[config.mk]
export PLATFORM = sky130hd
export DESIGN_NAME = json_string_escape_repair
export DESIGN_NICKNAME = d
export VERILOG_FILES = /design/src/rtl/core/jser_pkg.sv /design/src/rtl/core/jser_front.sv /design/src/rtl/core/jser_queue.sv /design/src/rtl/core/jser_back.sv /design/src/rtl/core/json_string_escape_repair.sv
export SDC_FILE = /design/constraint.sdc
export NUM_CORES = 1
export LEC_CHECK = 0
export CAP_MARGIN = 10
export CELL_PAD_IN_SITES_DETAIL_PLACEMENT = 1
export CELL_PAD_IN_SITES_GLOBAL_PLACEMENT = 2
export CORE_ASPECT_RATIO = 0.75
export CORE_MARGIN = 8
export CORE_UTILIZATION = 30
export CTS_CLUSTER_SIZE = 14
export DETAILED_ROUTE_END_ITERATION = 8
export DONT_BUFFER_PORTS = 1
export GPL_TIMING_DRIVEN = 0
export PLACE_DENSITY_LB_ADDON = 0.1
export SETUP_SLACK_MARGIN = 0.3
export SYNTH_ARGS = -nofsm -noshare
export SYNTH_HDL_FRONTEND = slang
export SYNTH_SLANG_ARGS = --single-unit
[constraint.sdc]
create_clock -name i_clk -period 9.5 [get_ports i_clk]
set_input_delay 0.475 -clock i_clk [delete_from_list [all_inputs] [get_ports i_clk]]
set_output_delay 0.475 -clock i_clk [all_outputs]
set_load 0.01 [all_outputs]
[src/rtl/core/jser_pkg.sv]
// Package for json_string_escape_repair: character codes, escape phase type,
// command entry layout and sizes. No dependencies.
package jser_pkg;

    // Most output bytes one input byte can produce.
    localparam int MAX_OUT = 12;
    localparam int CNT_W   = $clog2(MAX_OUT + 1);
    // One segment: a flush or the handling of one byte.
    localparam int SEG_MAX = 6;
    localparam int SEG_W   = $clog2(SEG_MAX + 1);
    localparam int QUEUE_DEPTH_DEF = 4;

    localparam logic [7:0] CH_QUOTE  = 8'h22;
    localparam logic [7:0] CH_BSLASH = 8'h5c;
    localparam logic [7:0] CH_SLASH  = 8'h2f;
    localparam logic [7:0] CH_U      = 8'h75;
    localparam logic [7:0] CH_B      = 8'h62;
    localparam logic [7:0] CH_F      = 8'h66;
    localparam logic [7:0] CH_N      = 8'h6e;
    localparam logic [7:0] CH_R      = 8'h72;
    localparam logic [7:0] CH_T      = 8'h74;
    localparam logic [7:0] CH_0      = 8'h30;
    localparam logic [7:0] CH_9      = 8'h39;
    localparam logic [7:0] CH_LA     = 8'h61;
    localparam logic [7:0] CH_LF     = 8'h66;
    localparam logic [7:0] CH_UA     = 8'h41;
    localparam logic [7:0] CH_UF     = 8'h46;
    localparam logic [7:0] CTRL_MAX  = 8'h1f;
    localparam logic [3:0] NIBBLE_MASK = 4'hf;

    localparam logic [7:0] CC_BACKSPACE = 8'h08;
    localparam logic [7:0] CC_TAB       = 8'h09;
    localparam logic [7:0] CC_NEWLINE   = 8'h0a;
    localparam logic [7:0] CC_FORMFEED  = 8'h0c;
    localparam logic [7:0] CC_RETURN    = 8'h0d;

    // Pending escape: backslash seen, or backslash-u with 0..3 digits held.
    typedef enum logic [2:0] {
        PH_NONE = 3'd0,
        PH_BS   = 3'd1,
        PH_U0   = 3'd2,
        PH_U1   = 3'd3,
        PH_U2   = 3'd4,
        PH_U3   = 3'd5
    } t_phase;

    typedef struct packed {
        logic [SEG_MAX-1:0][7:0] b;
        logic [SEG_W-1:0]        len;
    } t_seg;

    // One queue entry: the output bytes of one input item.
    typedef struct packed {
        logic [MAX_OUT-1:0][7:0] bytes;
        logic [CNT_W-1:0]        cnt;
        logic                    last;
    } t_cmd;

endpackage

[src/rtl/core/jser_front.sv]
// Front end of json_string_escape_repair: string/escape tracking and
// expansion of each input item into a command entry. Depends on jser_pkg.
module jser_front
    import jser_pkg::*;
(
    input  logic       i_clk,
    input  logic       i_rst_n,
    input  logic       i_accept,
    input  logic [7:0] i_in_byte,
    input  logic       i_in_last,
    output t_cmd       o_cmd,
    output logic       o_cmd_valid
);

    function automatic logic [7:0] hex_char(input logic [3:0] n);
        logic [3:0] v;
        v = n & NIBBLE_MASK;
        if (v < 4'd10) return 8'(CH_0 + {4'h0, v});
        return 8'(CH_LA + {4'h0, v} - 8'd10);
    endfunction

    function automatic logic is_hex(input logic [7:0] b);
        return (b >= CH_0 && b <= CH_9) || (b >= CH_LA && b <= CH_LF) ||
               (b >= CH_UA && b <= CH_UF);
    endfunction

    function automatic logic is_valid_esc(input logic [7:0] b);
        return b == CH_QUOTE || b == CH_BSLASH || b == CH_SLASH || b == CH_B ||
               b == CH_F || b == CH_N || b == CH_R || b == CH_T;
    endfunction

    // Pending sequence emitted as doubled backslash, then u and digits.
    function automatic t_seg flush_seg(input t_phase p, input logic [2:0][7:0] h);
        t_seg s;
        s = '0;
        s.b[0] = CH_BSLASH;
        s.b[1] = CH_BSLASH;
        s.b[2] = CH_U;
        s.b[3] = h[0];
        s.b[4] = h[1];
        s.b[5] = h[2];
        case (p)
            PH_BS:   s.len = SEG_W'(2);
            PH_U0:   s.len = SEG_W'(3);
            PH_U1:   s.len = SEG_W'(4);
            PH_U2:   s.len = SEG_W'(5);
            PH_U3:   s.len = SEG_W'(6);
            default: s.len = '0;
        endcase
        return s;
    endfunction

    // Ordinary string byte with nothing pending (a backslash emits nothing).
    function automatic t_seg plain_seg(input logic [7:0] b);
        t_seg s;
        s = '0;
        if (b == CH_QUOTE) begin
            s.b[0] = b;
            s.len  = SEG_W'(1);
        end else if (b == CH_BSLASH) begin
            s.len = '0;
        end else if (b <= CTRL_MAX) begin
            s.b[0] = CH_BSLASH;
            s.len  = SEG_W'(2);
            case (b)
                CC_BACKSPACE: s.b[1] = CH_B;
                CC_FORMFEED:  s.b[1] = CH_F;
                CC_NEWLINE:   s.b[1] = CH_N;
                CC_RETURN:    s.b[1] = CH_R;
                CC_TAB:       s.b[1] = CH_T;
                default: begin
                    s.b[1] = CH_U;
                    s.b[2] = CH_0;
                    s.b[3] = CH_0;
                    s.b[4] = hex_char(b[7:4]);
                    s.b[5] = hex_char(b[3:0]);
                    s.len  = SEG_W'(6);
                end
            endcase
        end else begin
            s.b[0] = b;
            s.len  = SEG_W'(1);
        end
        return s;
    endfunction

    logic             r_inside, n_inside;
    t_phase           r_phase,  n_phase;
    logic [2:0][7:0]  r_held,   n_held;

    t_seg             w_pre, w_main, w_post;
    logic             w_plain;
    logic [CNT_W-1:0] w_total;
    logic [MAX_OUT-1:0][7:0] w_bytes;

    always_comb begin
        w_pre    = '0;
        w_main   = '0;
        w_post   = '0;
        w_plain  = 1'b0;
        n_inside = r_inside;
        n_phase  = r_phase;
        n_held   = r_held;

        if (!r_inside) begin
            w_main.b[0] = i_in_byte;
            w_main.len  = SEG_W'(1);
            n_inside    = (i_in_byte == CH_QUOTE);
        end else begin
            case (r_phase)
                PH_BS: begin
                    if (i_in_byte == CH_U) begin
                        n_phase = PH_U0;
                    end else if (is_valid_esc(i_in_byte)) begin
                        w_main.b[0] = CH_BSLASH;
                        w_main.b[1] = i_in_byte;
                        w_main.len  = SEG_W'(2);
                        n_phase     = PH_NONE;
                    end else begin
                        w_pre   = flush_seg(r_phase, r_held);
                        w_plain = 1'b1;
                    end
                end
                PH_U0, PH_U1, PH_U2: begin
                    if (is_hex(i_in_byte)) begin
                        case (r_phase)
                            PH_U0: begin
                                n_held[0] = i_in_byte;
                                n_phase   = PH_U1;
                            end
                            PH_U1: begin
                                n_held[1] = i_in_byte;
                                n_phase   = PH_U2;
                            end
                            default: begin
                                n_held[2] = i_in_byte;
                                n_phase   = PH_U3;
                            end
                        endcase
                    end else begin
                        w_pre   = flush_seg(r_phase, r_held);
                        w_plain = 1'b1;
                    end
                end
                PH_U3: begin
                    if (is_hex(i_in_byte)) begin
                        w_main.b[0] = CH_BSLASH;
                        w_main.b[1] = CH_U;
                        w_main.b[2] = r_held[0];
                        w_main.b[3] = r_held[1];
                        w_main.b[4] = r_held[2];
                        w_main.b[5] = i_in_byte;
                        w_main.len  = SEG_W'(6);
                        n_phase     = PH_NONE;
                    end else begin
                        w_pre   = flush_seg(r_phase, r_held);
                        w_plain = 1'b1;
                    end
                end
                default: w_plain = 1'b1;
            endcase

            if (w_plain) begin
                w_main   = plain_seg(i_in_byte);
                n_phase  = (i_in_byte == CH_BSLASH) ? PH_BS : PH_NONE;
                n_inside = (i_in_byte != CH_QUOTE);
            end
        end

        // End of text: flush what is left and go back to the reset state.
        if (i_in_last) begin
            w_post   = flush_seg(n_phase, n_held);
            n_inside = 1'b0;
            n_phase  = PH_NONE;
            n_held   = '0;
        end
    end

    assign w_total = CNT_W'(w_pre.len) + CNT_W'(w_main.len) + CNT_W'(w_post.len);

    // Pack the three segments back to back into the entry.
    for (genvar g = 0; g < MAX_OUT; g++) begin : g_slot
        logic [CNT_W-1:0] k_pre, k_main, k_post;
        assign k_pre  = CNT_W'(g);
        assign k_main = k_pre - CNT_W'(w_pre.len);
        assign k_post = k_main - CNT_W'(w_main.len);
        assign w_bytes[g] =
            (k_pre < CNT_W'(w_pre.len))                          ? w_pre.b[k_pre[SEG_W-1:0]]   :
            (k_pre < CNT_W'(w_pre.len) + CNT_W'(w_main.len))     ? w_main.b[k_main[SEG_W-1:0]] :
            (k_pre < w_total)                                    ? w_post.b[k_post[SEG_W-1:0]] :
                                                                   8'h00;
    end

    assign o_cmd.bytes = w_bytes;
    assign o_cmd.cnt   = w_total;
    assign o_cmd.last  = i_in_last;
    assign o_cmd_valid = i_accept && (w_total != '0);

    always_ff @(posedge i_clk) begin
        if (!i_rst_n) begin
            r_inside <= 1'b0;
            r_phase  <= PH_NONE;
            r_held   <= '0;
        end else if (i_accept) begin
            r_inside <= n_inside;
            r_phase  <= n_phase;
            r_held   <= n_held;
        end
    end

endmodule

[src/rtl/core/jser_queue.sv]
// Command queue between front and back of json_string_escape_repair.
// Holds whole command entries; depends on jser_pkg.
module jser_queue
    import jser_pkg::*;
#(
    parameter int DEPTH = QUEUE_DEPTH_DEF
) (
    input  logic i_clk,
    input  logic i_rst_n,
    input  logic i_wr,
    input  t_cmd i_cmd,
    output logic o_full,
    output logic o_valid,
    output t_cmd o_cmd,
    input  logic i_rd
);

    localparam int PTR_W = (DEPTH > 1) ? $clog2(DEPTH) : 1;
    localparam int CNT_QW = $clog2(DEPTH + 1);

    t_cmd              r_mem [DEPTH];
    logic [PTR_W-1:0]  r_wr_ptr, n_wr_ptr;
    logic [PTR_W-1:0]  r_rd_ptr, n_rd_ptr;
    logic [CNT_QW-1:0] r_count,  n_count;
    logic              w_wr, w_rd;

    assign o_full  = (r_count == CNT_QW'(DEPTH));
    assign o_valid = (r_count != '0);
    assign o_cmd   = r_mem[r_rd_ptr];

    assign w_wr = i_wr && !o_full;
    assign w_rd = i_rd && o_valid;

    always_comb begin
        n_wr_ptr = r_wr_ptr;
        n_rd_ptr = r_rd_ptr;
        n_count  = r_count;
        if (w_wr) begin
            n_wr_ptr = (r_wr_ptr == PTR_W'(DEPTH - 1)) ? '0 : r_wr_ptr + 1'b1;
        end
        if (w_rd) begin
            n_rd_ptr = (r_rd_ptr == PTR_W'(DEPTH - 1)) ? '0 : r_rd_ptr + 1'b1;
        end
        if (w_wr && !w_rd) begin
            n_count = r_count + 1'b1;
        end else if (w_rd && !w_wr) begin
            n_count = r_count - 1'b1;
        end
    end

    always_ff @(posedge i_clk) begin
        if (w_wr) begin
            r_mem[r_wr_ptr] <= i_cmd;
        end
    end

    always_ff @(posedge i_clk) begin
        if (!i_rst_n) begin
            r_wr_ptr <= '0;
            r_rd_ptr <= '0;
            r_count  <= '0;
        end else begin
            r_wr_ptr <= n_wr_ptr;
            r_rd_ptr <= n_rd_ptr;
            r_count  <= n_count;
        end
    end

endmodule

[src/rtl/core/jser_back.sv]
// Back end of json_string_escape_repair: walks each command entry one byte
// per cycle, unless stalled, into the output register. Depends on jser_pkg.
module jser_back
    import jser_pkg::*;
(
    input  logic       i_clk,
    input  logic       i_rst_n,
    input  logic       i_cmd_valid,
    input  t_cmd       i_cmd,
    output logic       o_cmd_pop,
    output logic       o_empty,
    input  logic       i_pop,
    output logic [7:0] o_out_byte,
    output logic       o_out_last
);

    logic [CNT_W-1:0] r_idx;
    logic             r_out_valid;
    logic [7:0]       r_out_byte;
    logic             r_out_last;
    logic             w_load, w_end;

    assign w_load    = i_cmd_valid && (!r_out_valid || i_pop);
    assign w_end     = (r_idx == CNT_W'(i_cmd.cnt - 1'b1));
    assign o_cmd_pop = w_load && w_end;

    assign o_empty    = !r_out_valid;
    assign o_out_byte = r_out_byte;
    assign o_out_last = r_out_last;

    always_ff @(posedge i_clk) begin
        if (!i_rst_n) begin
            r_idx       <= '0;
            r_out_valid <= 1'b0;
        end else begin
            if (w_load) begin
                r_idx       <= w_end ? '0 : r_idx + 1'b1;
                r_out_valid <= 1'b1;
            end else if (i_pop) begin
                r_out_valid <= 1'b0;
            end
        end
    end

    always_ff @(posedge i_clk) begin
        if (w_load) begin
            r_out_byte <= i_cmd.bytes[r_idx];
            r_out_last <= i_cmd.last && w_end;
        end
    end

endmodule

[src/rtl/core/json_string_escape_repair.sv]
// json_string_escape_repair: streaming repair of string escapes in JSON text.
//
// Input channel: a queue write port. An item (i_in_byte, i_in_last) is taken
// at a rising edge with i_push high and o_full low. i_in_last marks the final
// byte of a text. Output channel: a queue read port. While o_empty is low the
// oldest repaired byte is on o_out_byte/o_out_last; i_pop takes it.
// Each input item yields 0 to 12 output items; o_out_last is set on the
// final output item of a text, and every last input item yields at least one.
// The first output item of an input item passes through the command queue
// and then the output register on its way out when nothing waits.
// Throughput: one input item per cycle while o_full is low; the output side
// delivers one item per cycle while the receiver pops, set by the single
// byte-wide output register of the back end.
// Expansion bursts sit in a QUEUE_DEPTH entry command queue; o_full rises
// when it fills. A stalled receiver only holds the output register and,
// once the queue fills, the input side; no item is lost.
// Reset (i_rst_n low, synchronous): leaves all strings and escapes, empties
// the queue and the output register. No clearing pass is needed.
//
// Depends on jser_pkg, jser_front, jser_queue and jser_back.
module json_string_escape_repair
    import jser_pkg::*;
#(
    parameter int QUEUE_DEPTH = QUEUE_DEPTH_DEF
) (
    input  logic       i_clk,
    input  logic       i_rst_n,
    input  logic       i_push,
    output logic       o_full,
    input  logic [7:0] i_in_byte,
    input  logic       i_in_last,
    output logic       o_empty,
    input  logic       i_pop,
    output logic [7:0] o_out_byte,
    output logic       o_out_last
);

    logic w_accept;
    t_cmd w_front_cmd;
    logic w_front_valid;
    t_cmd w_head_cmd;
    logic w_head_valid;
    logic w_head_pop;

    // Front: takes an item whenever the queue has room; items that produce
    // no output (held escape bytes) only update the front state.
    assign w_accept = i_push && !o_full;

    jser_front u_front (
        .i_clk       (i_clk),
        .i_rst_n     (i_rst_n),
        .i_accept    (w_accept),
        .i_in_byte   (i_in_byte),
        .i_in_last   (i_in_last),
        .o_cmd       (w_front_cmd),
        .o_cmd_valid (w_front_valid)
    );

    // Command queue decouples expansion bursts from the input stream.
    jser_queue #(
        .DEPTH (QUEUE_DEPTH)
    ) u_queue (
        .i_clk   (i_clk),
        .i_rst_n (i_rst_n),
        .i_wr    (w_front_valid),
        .i_cmd   (w_front_cmd),
        .o_full  (o_full),
        .o_valid (w_head_valid),
        .o_cmd   (w_head_cmd),
        .i_rd    (w_head_pop)
    );

    // Back: serializes the head entry into the output register.
    jser_back u_back (
        .i_clk       (i_clk),
        .i_rst_n     (i_rst_n),
        .i_cmd_valid (w_head_valid),
        .i_cmd       (w_head_cmd),
        .o_cmd_pop   (w_head_pop),
        .o_empty     (o_empty),
        .i_pop       (i_pop),
        .o_out_byte  (o_out_byte),
        .o_out_last  (o_out_last)
    );

endmodule

After elaboration in Yosys (flattened, before gate mapping) --
Memory sizes are Yosys's and may differ from the RTL's. A register that Yosys moved wholly into a read port is not among the register bits. Cells that the tools add are included.
Storage, ports and cells: memories 1, output and inout bits 11, register bits after elaboration 49, logic and storage cells 350, bits in writable memories 404
Memories:
- u_queue.r_mem | depth 4, bits a word 101, rd ports 1, clocked after Yosys merged registers in 1, write ports 1, line jser_queue.sv:21 | t_cmd r_mem [DEPTH];
Cells by class: reduce and logical (&&, ||, !) cells 34, equality and inequality tests 29, order comparisons 70, $add $sub $neg 38, muxes and demuxes 166
Operator list (number):
- binary-select mux 8 bit (select 3 bit) | 24
- two-way mux 8 bit | 68
- two-way mux 51 bit | 8
- one-hot mux 51 bit (3 select lines) | 1
- two-way mux 40 bit | 3
- < comparator 3 x 4 -> 1 bit (second input constant) | 24
- two-way mux 24 bit | 4
- two-way mux 32 bit | 2
- == test 8 x 7 -> 1 bit (second input constant) | 7
- two-way mux 48 bit | 1
- == test 8 x 4 -> 1 bit (second input constant) | 5
- two-way mux 19 bit | 2
- one-hot mux 19 bit (2 select lines) | 1
- subtractor 3 bit | 12
- two-way mux 11 bit | 3
- two-way mux 3 bit | 11
- binary-select mux 8 bit (select 4 bit) | 1
- < comparator 3 x 4 -> 1 bit (first input constant) | 8
- < comparator 4 bit (first input constant) | 8
- two-way mux 1 bit | 26
- one-hot mux 5 bit (5 select lines) | 1
- one-hot mux 3 bit (3 select lines) | 2
- adder 7 x 4 -> 8 bit (first input constant) | 2
- == test 8 x 6 -> 1 bit (second input constant) | 2
- 46 further kinds | 111

Depth between registers and ports, before layout --
depth in word-level cells 30, mapped depth 27

Hierarchy --
From an unflattened synthesis, not the netlist that was laid out.
Unflattened totals: cell total of the unflattened synthesis 1860, area total of the unflattened synthesis 23993.0 sq um
Modules (own cells, without submodules):
- jser_queue | times used 1, area each 15053.2 sq um, cells each 578
- jser_front | times used 1, area each 7473.4 sq um, cells each 1159
- jser_back | times used 1, area each 1452.6 sq um, cells each 122
- json_string_escape_repair | times used 1, area each 13.8 sq um, cells each 1

Least setup slack after synthesis --
No wires, ideal clock.
kind input-to-reg, start input i_in_byte[1], end memory u_queue.r_mem[0][0] in the netlist's numbering, enable pin, data arrival time 8.378 ns, cell stages on the path 22, setup slack 0.651 ns, cells stage by stage clkbuf_1 -> inv_1 -> ha_1 -> or4b_4 -> a311oi_1 -> a21o_1 -> clkbuf_1 -> nand4_1 -> inv_1 -> buf_1 -> ha_1 -> inv_1 -> fa_1 -> xor2_1 -> clkinv_1 -> clkbuf_1 -> ha_1 -> a21oi_1 -> xnor2_1 -> clkbuf_1 -> a21oi_1 -> and2_1
On the way: word-level cells in the longest chain between the ends 23, elaborated cells between the ends (all ways) 77, those cells by class add/sub (2); order compare (7); eq/ne (19); mux (33); reduce/logical (16)
RTL lines:
- start, declared | line json_string_escape_repair.sv:30 | input logic [7:0] i_in_byte,
- == test 8 x 6 -> 1 bit or == test 8 x 7 -> 1 bit (tied branches)
- logical OR 1 bit (4 in a row) | line jser_front.sv:28 | return b == CH_QUOTE || b == CH_BSLASH || b == CH_SLASH || b == CH_B ||
- logical OR 1 bit (3 in a row) | line jser_front.sv:29 | b == CH_F || b == CH_N || b == CH_R || b == CH_T;
- two-way mux 1 bit | line jser_front.sv:114 | end else if (is_valid_esc(i_in_byte)) begin
- two-way mux 1 bit | line jser_front.sv:112 | if (i_in_byte == CH_U) begin
- one-hot mux 1 bit (2 select lines) | line jser_front.sv:110 | case (r_phase)
- two-way mux 1 bit | line jser_front.sv:105 | if (!r_inside) begin
- two-way mux 3 bit | line jser_front.sv:163 | if (w_plain) begin
- [3 not listed]
- two-way mux 51 bit | line jser_front.sv:171 | if (i_in_last) begin
- adder 4 x 3 -> 4 bit (*) | line jser_front.sv:179 | assign w_total = CNT_W'(w_pre.len) + CNT_W'(w_main.len) + CNT_W'(w_post.len);
- nonzero test 4 bit (*) | line jser_front.sv:197 | assign o_cmd_valid = i_accept && (w_total != '0);
- logical AND 1 bit (*) | line jser_front.sv:197
- logical AND 1 bit (*) | line jser_queue.sv:31 | assign w_wr = i_wr && !o_full;
- named net u_queue.w_wr | line jser_queue.sv:25 | logic w_wr, w_rd;
- two-way mux 1 bit (*) | line jser_queue.sv:52 | if (w_wr) begin
- two-way mux 1 bit (not written as such) (*) | line jser_queue.sv:53 | r_mem[r_wr_ptr] <= i_cmd;
- end, declared | line jser_queue.sv:21
Mark *: on every way through the listed nets, which the timed path passes. The rest lies on a longest branch. The select of a mux whose other input is x is not followed.

==> run summary <==
The clock passes through at most 3 buffers. The max-cap check violation count was 0; the net count after synthesis was 1969. The tree is rooted in a sky130_fd_sc_hd__clkbuf_16. The number of synthesized flops with an enable pin works out to 413. TritonCTS built the clock tree. The synthesized design spends more area on one cell type than any other, namely sky130_fd_sc_hd__edfxtp_1. Dividing the final minimum period by the clock period gives 96.6%. TritonCTS created 49 clock buffers. In the synthesized netlist the async set-or-reset flop fraction comes to 0%. The tools report the top-level port count as 24.

The critical path's slowest cell is sky130_fd_sc_hd__nor4_1. In this design, the critical path's most frequently occurring cell is sky130_fd_sc_hd__ha_1. For the pin with the worst max-slew slack, the measured transition is 1.35 ns. The tools report the type of element launching the critical path as an input port.

Start-to-end type of the worst setup path: input port to register. The count of vias placed by the detailed router was 18700; the average detailed-routed wire length per instance was 35.5 µm. Using the TritonRoute via totals, the vias-per-cell ratio works out to 6.06. The net count of the finished layout is 2035. The final count of hold timing violations was 0; the number of port buffers was 0.

After synthesis, the mean cell area works out to 12.7 µm². The tools report the peak ir drop on the vdd network as 141 µV. The area of the mapped netlist was 24400 µm².

The initial antenna violation count was 8. In the post-synthesis netlist, the biggest area contributors are sky130_fd_sc_hd__edfxtp_1, sky130_fd_sc_hd__mux4_2, sky130_fd_sc_hd__dfxtp_1. The run finished with clean final reports. The most used flip-flop cell after synthesis was sky130_fd_sc_hd__edfxtp_1. In this run the worst path has a maximum fanout of 10. The run gives 109000 µm as the post-detailed-routing wire length. In the final layout, the share of cells above drive strength 1 is 14.7%.

Setup repair after global routing left no endpoint under its margin. The share of the synthesized area in the top cell type came out at 50.8%. For the number of pins exceeding their max-slew limit in the final report, the log shows 0.

The H-tree generated during clock tree synthesis spans 2 levels. For this run the aggregate overflow at the end of global routing stands at 0. The die is 345 µm wide.

The post-synthesis sequential area ratio was 54.2%. The worst pin sits at a relative slew slack of 9.71%. For the site row count, the log shows 90. Half-perimeter wire length after placement: 84600 µm. The category of the worst setup path capture point is a register. After detailed routing, the number of remaining DRC violations is 0.

The placer's final routability congestion estimate is 0.993. The die is 263 µm tall. The tools report the area of the core as 80500 µm². The number of warning messages in the yosys log came out at 0. The global-route wire length before repair was 152000 µm; the power density normalized to cell area was 196 nW/µm². The total power draw was 5.43 mW.

The floorplan step defined a die boundary enclosing 90800 µm². From synthesis to final layout, the design area changed by 13.4%. Entering global routing, the biggest net connects 51 pins.

Between clock sinks in the finished design, the worst skew comes to 0.0405 ns. The final period demand of the worst path came out at 9.18 ns. The detailed router finished its first iteration with 2098 violations. After clock tree synthesis, the clock-pin slew on the worst setup and hold paths is 0.05 ns. In this run, synthesis produced a sequential element count of 455. Global routing consumed, over all layers together, 23.3% of the routing resources.

The tree built by TritonCTS fans out to 455 sinks. The longest individual stage delay on the worst path came out at 0.98 ns. In this run, distinct cell masters in the synthesized netlist total 98.

The initial core utilization is 30.3%. The via count of the first global-routing pass is 18600, and the static leakage is 8.86 nW. Timing would allow up to 0.109 GHz. The worst min-delay path class was input port to register. For the worst setup path, the data required time is 9.61 ns. The signal on the critical path passes through clkbuf_1 > inv_2 > ha_1 > nand2_1 > nor4_1 > a311o_1 > o31ai_2 > o21ai_0 > nand2_1 > ha_1 > inv_1 > fa_1 > xor2_2 > clkinv_1 > clkbuf_1 > ha_1 > xnor2_2 > clkinvlp_4 > a21oi_1 > or4_1 > nor4_2 > a32oi_1 > nand3_1.

For the data arrival time of the worst path, the log shows 9.29 ns. For the worst-skew pair, the clock arrives at the later sink with an insertion delay of 0.61 ns. The remaining number of nets flagged by the antenna check after routing was 0; the detailed-router iteration count before antenna repair was 5. Measured on the finished design, the core utilization comes to 34.4%.

Setup violations remaining at the end of the flow were counted as 0. Synthesis handed over a netlist of 1916 instances. The number of diodes was 0.
[metal layers]
metal,routed length (µm),part of all wire [%],GRT usage [%],up-vias
li1,-,-,-,7851
met1,52700,48,35.3,9945
met2,46500,43,34.3,724
met3,7530,6.9,4.08,132
met4,2590,2.4,5.52,4
met5,21,0.019,0,-
[power breakdown]
group / switching (mW) / leakage (nW) / internal, mW
Clock: 0.807 / 0.776 / 1.07
Combinational: 0.646 / 3.73 / 0.451
Sequential: 0.0638 / 4.35 / 2.39
Total: 1.52 / 8.86 / 3.92
[cell usage after synthesis (19+ instances only)]
master                     instances
sky130_fd_sc_hd__mux2i_1          50
sky130_fd_sc_hd__nor2b_1          32
sky130_fd_sc_hd__ha_1             34
sky130_fd_sc_hd__nand3_1          62
sky130_fd_sc_hd__a22oi_1          34
sky130_fd_sc_hd__dfxtp_1          42
sky130_fd_sc_hd__mux4_2          125
sky130_fd_sc_hd__a211oi_1         20
sky130_fd_sc_hd__clkbuf_1         90
sky130_fd_sc_hd__o22ai_1          46
sky130_fd_sc_hd__nor3_1           50
sky130_fd_sc_hd__nor2_1          115
sky130_fd_sc_hd__buf_1            23
sky130_fd_sc_hd__inv_1            45
sky130_fd_sc_hd__a31oi_1          26
sky130_fd_sc_hd__nand2_1         131
sky130_fd_sc_hd__and2_1           19
sky130_fd_sc_hd__o21ai_0          79
sky130_fd_sc_hd__a21oi_1          84
sky130_fd_sc_hd__edfxtp_1        413
[area by class of cell]
class	instances	area, µm²
Multi-Input combinational cell	1285	10600
Inverter	50	191
Clock buffer	55	1270
Fill cell	8527	52800
Clock inverter	36	300
Buffer	126	513
Tap cell	1058	1320
Timing Repair Buffer	15	288
Sequential cell	455	13200
[flip-flops by register name, indices dropped and copies added, names as in the netlist, 2 cells and up, named ones only]
name / flops
u_queue.r_rd_ptr: 2
u_front.r_phase: 3
u_queue.r_mem: 404
u_queue.r_count: 3
u_front.r_held: 24
u_queue.r_wr_ptr: 2
u_back.o_out_byte: 8
u_back.r_idx: 4
[cells in the final DEF, fill, tap and decap left out, types with 13 or more instances in the layout]
cell type                   instances
sky130_fd_sc_hd__o221ai_1          13
sky130_fd_sc_hd__clkinv_1          18
sky130_fd_sc_hd__a22oi_1           34
sky130_fd_sc_hd__o22ai_1           46
sky130_fd_sc_hd__a221o_1           14
sky130_fd_sc_hd__and2_1            15
sky130_fd_sc_hd__a21oi_1           81
sky130_fd_sc_hd__nor3_1            49
sky130_fd_sc_hd__o21ai_0           79
sky130_fd_sc_hd__inv_1             43
sky130_fd_sc_hd__mux4_2           125
sky130_fd_sc_hd__nand2_1          131
sky130_fd_sc_hd__clkbuf_16         50
sky130_fd_sc_hd__o31ai_1           17
sky130_fd_sc_hd__mux2i_1           50
sky130_fd_sc_hd__clkbuf_1          92
sky130_fd_sc_hd__nand4_1           16
sky130_fd_sc_hd__nor2_1           115
sky130_fd_sc_hd__o211ai_1          16
sky130_fd_sc_hd__nand3_1           62
sky130_fd_sc_hd__edfxtp_1         413
sky130_fd_sc_hd__a211oi_1          20
sky130_fd_sc_hd__ha_1              34
sky130_fd_sc_hd__dfxtp_1           42
sky130_fd_sc_hd__a21o_1            14
sky130_fd_sc_hd__buf_1             22
sky130_fd_sc_hd__nor2b_1           32
sky130_fd_sc_hd__and3_1            13
sky130_fd_sc_hd__mux2_2            16
sky130_fd_sc_hd__a31oi_1           25
[worst max-delay path: cells and delay by family]
kind                     cells  cell delay, ns
AND/OR/NAND/NOR              6            2.39
XOR/XNOR                     2            1.02
AO/OA/AOI/OAI                5            1.95
adder cells (fa/ha/maj)      4            1.30
buffers and inverters        6            2.09
[path summary, 6_finish.rpt]
| path | startpoint | to | slack, ns | cells after the start |
|---|---|---|---|---|
| worst max-delay path | i_in_byte[0] | u_queue.r_mem[3][49]$_DFFE_PP_ | 0.32 | 23 |
| worst min-delay path | i_pop | u_back.r_out_valid$_SDFFE_PN0P_ | 0.11 | 3 |
| worst max register to register | u_front.r_phase[0]$_SDFFE_PN0P_ | u_queue.r_mem[3][49]$_DFFE_PP_ | 1.18 | 20 |
| worst min register to register | u_queue.r_rd_ptr[1]$_SDFFE_PN0P_ | u_queue.r_rd_ptr[1]$_SDFFE_PN0P_ | 0.50 | 2 |
[stage by stage]
stage / cells / worst slack [ns] / cell area, µm² / hold WS, ns / TNS (ns)
floorplan: 1916 / 0.651 / 24400 / 0.454 / 0
global placement: 2974 / -4.92 / 25700 / 0.466 / -2135.94
detailed placement: 2985 / -1.68 / 26000 / 0.496 / -751.26
CTS: 3079 / 0.497 / 27700 / 0.0732 / 0
global route: 3080 / 0.316 / 27700 / 0.0996 / 0
finish: 3080 / 0.320 / 27700 / 0.106 / 0
[cell families (layout without fill, tap and decap cells)]
kind of cell	Yosys count	in the layout	share of synthesized area (%)
xor+xnor	23	23	0.994
buf+inv	176	282	2.85
flops	455	455	54.2
compound gates	518	518	14.9
fa+ha+maj	40	40	2.23
simple gates	512	512	10.4
mux	192	192	14.4
[timing repair]
| action | CTS | global route |
|---|---|---|
| resized for setup | 13 | 6 |
| pin swaps | 0 | 0 |
| endpoints found under the hold margin | 4 | 0 |
| cloned | 0 | 0 |
| hold buffers | 1 | 0 |
| setup endpoints to repair | 602 | 355 |
| setup buffers | 2 | 0 |
No activity file was read; power rests on OpenSTA's default activity.
